## src/hw/rtl/text_console_writer_macros.svh

```systemverilog
// assertion helpers for the console rtl
`ifndef TEXT_CONSOLE_WRITER_MACROS_SVH
`define TEXT_CONSOLE_WRITER_MACROS_SVH

// same-cycle implication
`define TCW_ASSERT_IMPLY(lbl, ck, rn, ante, cons) \
  lbl: assert property (@(posedge ck) disable iff (!rn) (ante) |-> (cons)) \
    else $error("tcw assertion failed");

// next-cycle implication
`define TCW_ASSERT_NEXT(lbl, ck, rn, ante, cons) \
  lbl: assert property (@(posedge ck) disable iff (!rn) (ante) |=> (cons)) \
    else $error("tcw assertion failed");

`endif

```

## src/hw/rtl/tcw_pkg.sv

```systemverilog
package tcw_pkg;

  localparam int COLUMNS       = 80;
  localparam int ROWS          = 25;
  localparam int CELLS         = ROWS * COLUMNS;
  localparam int LAST_ROW_BASE = (ROWS - 1) * COLUMNS;
  localparam int ADDR_W        = $clog2(CELLS);
  localparam int COL_W         = $clog2(COLUMNS + 1);
  localparam int ROW_W         = $clog2(ROWS + 1);
  localparam int TAB_COL       = 3;

  localparam int CELL_W    = 16;
  localparam int CODE_W    = 8;
  localparam int IDX_W     = 11;
  localparam int OUT_COL_W = 7;
  localparam int OUT_ROW_W = 5;
  localparam int ATTR_W    = 8;

  localparam int CFG_ADDR_W = 3;
  localparam int CFG_DATA_W = 32;
  localparam logic [CFG_ADDR_W-3:0] REG_ATTR = '0;
  localparam logic [ATTR_W-1:0] ATTR_RESET = 8'h07;

  localparam logic OP_PUT  = 1'b0;
  localparam logic OP_READ = 1'b1;

  localparam logic [CODE_W-1:0] CH_BS    = 8'd8;
  localparam logic [CODE_W-1:0] CH_TAB   = 8'd9;
  localparam logic [CODE_W-1:0] CH_NL    = 8'd10;
  localparam logic [CODE_W-1:0] CH_VT    = 8'd11;
  localparam logic [CODE_W-1:0] CH_SPACE = 8'h20;
  localparam logic [CODE_W-1:0] CH_UNDER = 8'h5F;

  localparam logic [CELL_W-1:0] PROMPT_DOLLAR = 16'h0C24;
  localparam logic [CELL_W-1:0] PROMPT_COLON  = 16'h0F3A;
  localparam logic [CELL_W-1:0] PROMPT_SPACE  = 16'h0020;

  typedef struct packed {
    logic [2:0][ADDR_W-1:0] wa;
    logic [2:0][CELL_W-1:0] wd;
    logic [1:0]             wlast;
    logic [COL_W-1:0]       ncol;
    logic [ROW_W-1:0]       nline;
    logic                   clear;
    logic                   scroll;
  } plan_t;

endpackage

```

## src/hw/rtl/tcw_decode.sv

```systemverilog
module tcw_decode import tcw_pkg::*; (
  input  logic [CODE_W-1:0] char_code,
  input  logic              starts_string,
  input  logic [COL_W-1:0]  col,
  input  logic [ROW_W-1:0]  line,
  input  logic [ATTR_W-1:0] attr,
  output plan_t             plan
);

  logic [ADDR_W-1:0] row0;
  logic [ADDR_W-1:0] here;
  logic              at_home;

  assign row0    = ADDR_W'(line * COLUMNS);
  assign here    = row0 + ADDR_W'(col);
  assign at_home = (line == '0) && (col == '0);

  always_comb begin
    plan        = '0;
    plan.ncol   = col;
    plan.nline  = line;
    plan.wa[0]  = here;
    plan.wd[0]  = {attr, char_code};
    unique case (char_code)
      CH_BS: begin
        plan.wd[0] = {attr, CH_SPACE};
        if (!at_home) begin
          plan.wlast = 2'd1;
          plan.wa[1] = here - ADDR_W'(1);
          plan.wd[1] = {attr, CH_UNDER};
          if (col != '0) begin
            plan.ncol = col - COL_W'(1);
          end else begin
            plan.nline = line - ROW_W'(1);
            plan.ncol  = COL_W'(COLUMNS - 1);
          end
        end
      end
      CH_NL: begin
        plan.wd[0] = {attr, CH_SPACE};
        plan.nline = line + ROW_W'(1);
        plan.ncol  = '0;
      end
      CH_TAB: begin
        if (starts_string) begin
          // shell prompt at the start of the row
          plan.wlast = 2'd2;
          plan.wa[0] = row0;
          plan.wa[1] = row0 + ADDR_W'(1);
          plan.wa[2] = row0 + ADDR_W'(2);
          plan.wd[0] = PROMPT_DOLLAR;
          plan.wd[1] = PROMPT_COLON;
          plan.wd[2] = PROMPT_SPACE;
          if (col < COL_W'(TAB_COL)) begin
            plan.ncol = COL_W'(TAB_COL);
          end
        end else begin
          plan.wd[0] = {attr, CH_UNDER};
        end
      end
      CH_VT: begin
        plan.clear = 1'b1;
        plan.ncol  = '0;
        plan.nline = '0;
      end
      default: begin
        plan.ncol = col + COL_W'(1);
      end
    endcase
    if (plan.ncol >= COL_W'(COLUMNS)) begin
      plan.ncol  = '0;
      plan.nline = plan.nline + ROW_W'(1);
    end
    if (plan.nline >= ROW_W'(ROWS)) begin
      plan.scroll = 1'b1;
      plan.nline  = ROW_W'(ROWS - 1);
      plan.ncol   = '0;
    end
  end

endmodule

```

## config.mk

```make
export PLATFORM = sky130hd
export DESIGN_NAME = tcw_decode
export DESIGN_NICKNAME = d
export VERILOG_FILES = /design/src/hw/rtl/text_console_writer_macros.svh /design/src/hw/rtl/tcw_pkg.sv /design/src/hw/rtl/tcw_decode.sv
export SDC_FILE = /design/constraint.sdc
export NUM_CORES = 1
export LEC_CHECK = 0
export ABC_AREA = 1
export BUFFER_PORTS_ARGS = -buffer_cell sky130_fd_sc_hd__clkbuf_2
export CAP_MARGIN = 20
export CORE_ASPECT_RATIO = 0.6
export CORE_MARGIN = 4
export CORE_UTILIZATION = 40
export DETAILED_ROUTE_END_ITERATION = 16
export GPL_ROUTABILITY_DRIVEN = 0
export GPL_TIMING_DRIVEN = 0
export PLACE_DENSITY = 0.82
export SYNTH_ARGS = -nofsm -noshare
export SYNTH_HDL_FRONTEND = slang
export SYNTH_SLANG_ARGS = --single-unit
export TNS_END_PERCENT = 10
```

## constraint.sdc

```tcl
create_clock -name vclk -period 3.02
set_input_delay 0.604 -clock vclk [all_inputs]
set_output_delay 0.604 -clock vclk [all_outputs]
set_load 0.1 [all_outputs]
```

* Word level (Yosys, flattened, before mapping)
Index checks and enable logic that the tools add are counted.
Storage, ports and cells: register bits after elaboration 0, bits of input ports 29, output and inout bits 97, logic and storage cells 44
Cells by class: $add $sub $neg 9, multiply operators 1, order comparisons 3, eq/ne operators 4, mux-type cells 21, reduce and logical (&&, ||, !) cells 6
Operator list (number):
- two-way mux 65 bit | 1
- one-hot mux 16 bit (2 select lines) | 2
- equality test 8 x 4 -> 1 bit (second input constant) | 4
- two-way mux 16 bit | 2
- two-way mux 27 bit | 1
- two-way mux 12 bit | 2
- two-way mux 11 bit | 2
- one-hot mux 11 bit (2 select lines) | 1
- one-hot mux 7 bit (3 select lines) | 1
- one-hot mux 5 bit (3 select lines) | 1
- two-way mux 7 bit | 2
- two-way mux 13 bit | 1
- adder 11 x 1 -> 11 bit (second input constant) | 1
- adder 11 x 2 -> 11 bit (second input constant) | 1
- adder 11 x 7 -> 11 bit | 1
- subtractor 11 x 1 -> 11 bit (second input constant) | 1
- adder 5 x 1 -> 5 bit (second input constant) | 2
- two-way mux 9 bit | 1
- adder 7 x 1 -> 7 bit (second input constant) | 1
- greater-or-equal comparator 7 bit (second input constant) | 1
- zero test 7 bit | 1
- less-than comparator 7 x 2 -> 1 bit (second input constant) | 1
- multiplier 5 x 3 -> 7 bit (second input constant) | 1
- nonzero test 7 bit | 1
- 9 further kinds | 11

* Longest topological paths before layout
depth after elaboration 8, gate-level depth with buffers 18, gate-level depth less buffers 18

* Worst setup path after synthesis
Ideal clock, no wire load.
kind input to output, start point in col[0], end point out plan[81] (netlist bit), arrival time 5154 ps, data required time 2416 ps, setup slack -2738 ps, stages 9, buffers on the path 0, cells stage by stage inv_1 > ha_1 > nand2_1 > nor2_4 > nand2_4 > inv_1 > nor2_1 > inv_1 > o21ai_0
RTL lines:
- from (decl) | RTL line tcw_decode.sv:4 | input logic [COL_W-1:0] col,
- to (decl) | RTL line tcw_decode.sv:7 | output plan_t plan

==> flow_summary.yaml <==
route:
  drc_errors: 0
  first_pass_iters: 10
  antenna_left: 0
  routed_wl_mm: 17.7
  viasPerCell: 6.39
  drt_iter0_drc: 837
  wl_per_cell_um: 25.9
  num_vias: 4374
critical_path:
  crit_family: "simple AND/OR/NAND/NOR gates"
  slowest_stage: "nor2_1"
  cpMostUsedCell: "nand2_1"
  required_ns: 2.42
  crit_type: "in -> out"
  worst-path-max-fanout: 8
  max_stage_delay_ns: 0.42
  worst-path-buf-inv: 4
  start_kind: "input port"
  arrival_ns: 3.29
  end_kind: "primary output"
  crit_chain: "clkbuf_8, buf_4, nor2_1, nand3_1, nand2_1, nand2_1, nand4_1, nand3_1, nand3_1, nand2_1, nand2_1, nand2_2, nand2_8, nand3_4, nand2_4, clkinvlp_4, clkbuf_16"
floorplanning:
  die_area_mm2: 0.00712
  die_x_um: 106
  start_util_pct: 41.4
  core_region_area_mm2: 0.00560
  rows: 21
  die_h_um: 67.0
  num_io_pins: 126
place:
  place_ws_ns: -1.11
  portBuffers: 105
  place_inst: 623
  place_area_mm2: 0.00352
  dp_hpwl_mm: 6.69
synth:
  yosys.area.top_type: "nand2_1"
  netlist_instances: 420
  synthDistinctLibCells: 38
  yosysMostFrequentCell: "nand2_1"
  netlist.area_leader.share_pct: 15.2
  synth_area_leaders: "nand2_1 (15%), inv_1 (12%), buf_4 (9.4%), ha_1 (8.1%), nor2_1 (7.6%)"
  ys.warnings.count: 0
  netlist_area_mm2: 0.00232
  synth-seq-area-share_pct: 0
  ys_top_cells_by_count: "nand2_1 (94), inv_1 (77), nor2_1 (47), buf_4 (29), nand3_1 (28)"
  syn_area_per_cell_um2: 5.52
final_layout:
  fin_cells: 684
  drive_gt1_share_pct: 61.1
  area_delta_synth_final_pct: 128
  nets: 652
  seq_cells: 0
  ff_latch_area_um2: 0
  num_antenna_cells: 0
  final_area_mm2: 0.00529
  nClkBuffers: 0
timing:
  setup_viol: 64
  rsz0062_at_grt: "true"
  min_period_over_period_pct: 129
  hold_ws_ns: 1.62
  layout_setup_ws_ns: -0.875
  clock.fmax_ghz: 0.257
  hold_violations: 0
  max_slew_margin_pct: 60.5
  tightestPinTransition_ns: 0.595
  period_minus_slack_ns: 3.90
  slew_violations: 0
run_status:
  status: "complete, but fails checks"
  violations: "negative setup slack"
power:
  power.density_cell_area_mw_per_mm2: 282
  power_mw: 1.49
  peakVddDrop_mv: 0.252
  leakage_nw: 2.64
grt:
  grt_usage_pct: 35.9
  grt_max_degree: 14
  antenna_found_initial: 0
  grt_pass1_wl_mm: 20.2
  grt_overflow: 0
  grt_pass1_vias: 3766
clock_network:
  ctsHoldBuffers: 0
run:
  drv_cap: 0
worst_hold_path:
  worstHoldEndpoint: "plan[45]"
  min_path_cells: 4
  hp-class: "in -> out"
  hp-start: "attr[5]"
## through the flow
stage | util, % | setup TNS, ns
final | 94.5 | -17.35
after global placement | 62.9 | -22.75
after detailed placement | 62.9 | -25.12
after CTS | 86.4 | -3.98
after global routing | 94.5 | -17.94
after floorplan | - | -11.29
## cell type report
| cell class | instances | area [um^2] |
|---|---|---|
| inverter | 83 | 383 |
| buffer | 36 | 324 |
| tap | 80 | 100 |
| fill | 145 | 309 |
| timing repair buffer | 165 | 1790 |
| multi-input combinational | 320 | 2690 |
## kinds of logic after synthesis
| group | count (synthesis) | synth area share (%) |
|---|---|---|
| simple gates | 221 | 48.1 |
| buf+inv | 119 | 25.0 |
| compound gates | 48 | 11.7 |
| fa+ha+maj | 17 | 9.82 |
| xor+xnor | 14 | 5.29 |
| other cells | 1 | 0.162 |
## layer usage
| metal | wire length [um] | global-route usage (%) |
|---|---|---|
| met2 | 7190 | 62.0 |
| met5 | 0 | 0 |
| met3 | 2700 | 8.42 |
| met1 | 6090 | 41.2 |
| met4 | 1760 | 20.5 |
## how the worst max path moves through the flow
stage	start	endpoint	slack [ns]	depth (start not counted)
global placement	line[1]	plan[84]	-1.05	11
finish	line[2]	plan[3]	-0.88	17
detailed placement	line[1]	plan[84]	-1.11	11
CTS	col[0]	plan[13]	-0.30	19
floorplan	line[0]	plan[10]	-0.41	16
global route	col[5]	plan[0]	-0.83	19
## placed cells by master, fill, tap and decap left out, types with 19 or more instances in the layout
cell type / n
nor2_4: 30
clkbuf_16: 25
nand2_1: 63
nand2_4: 24
conb_1: 19
clkbuf_2: 37
nand3_1: 22
inv_1: 55
nor2_1: 20
buf_4: 92
## repair_timing
item                       in CTS  in global routing
pin swaps                      52                 30
setup endpoints to repair      63                 55
hold endpoints to repair        0                  0
buffers inserted               44                 16
cloned                          1                  0
resized for setup             198                101
## where the power goes
part / total (mW) / internal [mW] / switching, mW / leakage, nW
Clock: 0 / 0 / 0 / 0
Sequential: 0 / 0 / 0 / 0
Combinational: 1.49 / 0.461 / 1.03 / 2.64
(Power assumes the default switching activity.)
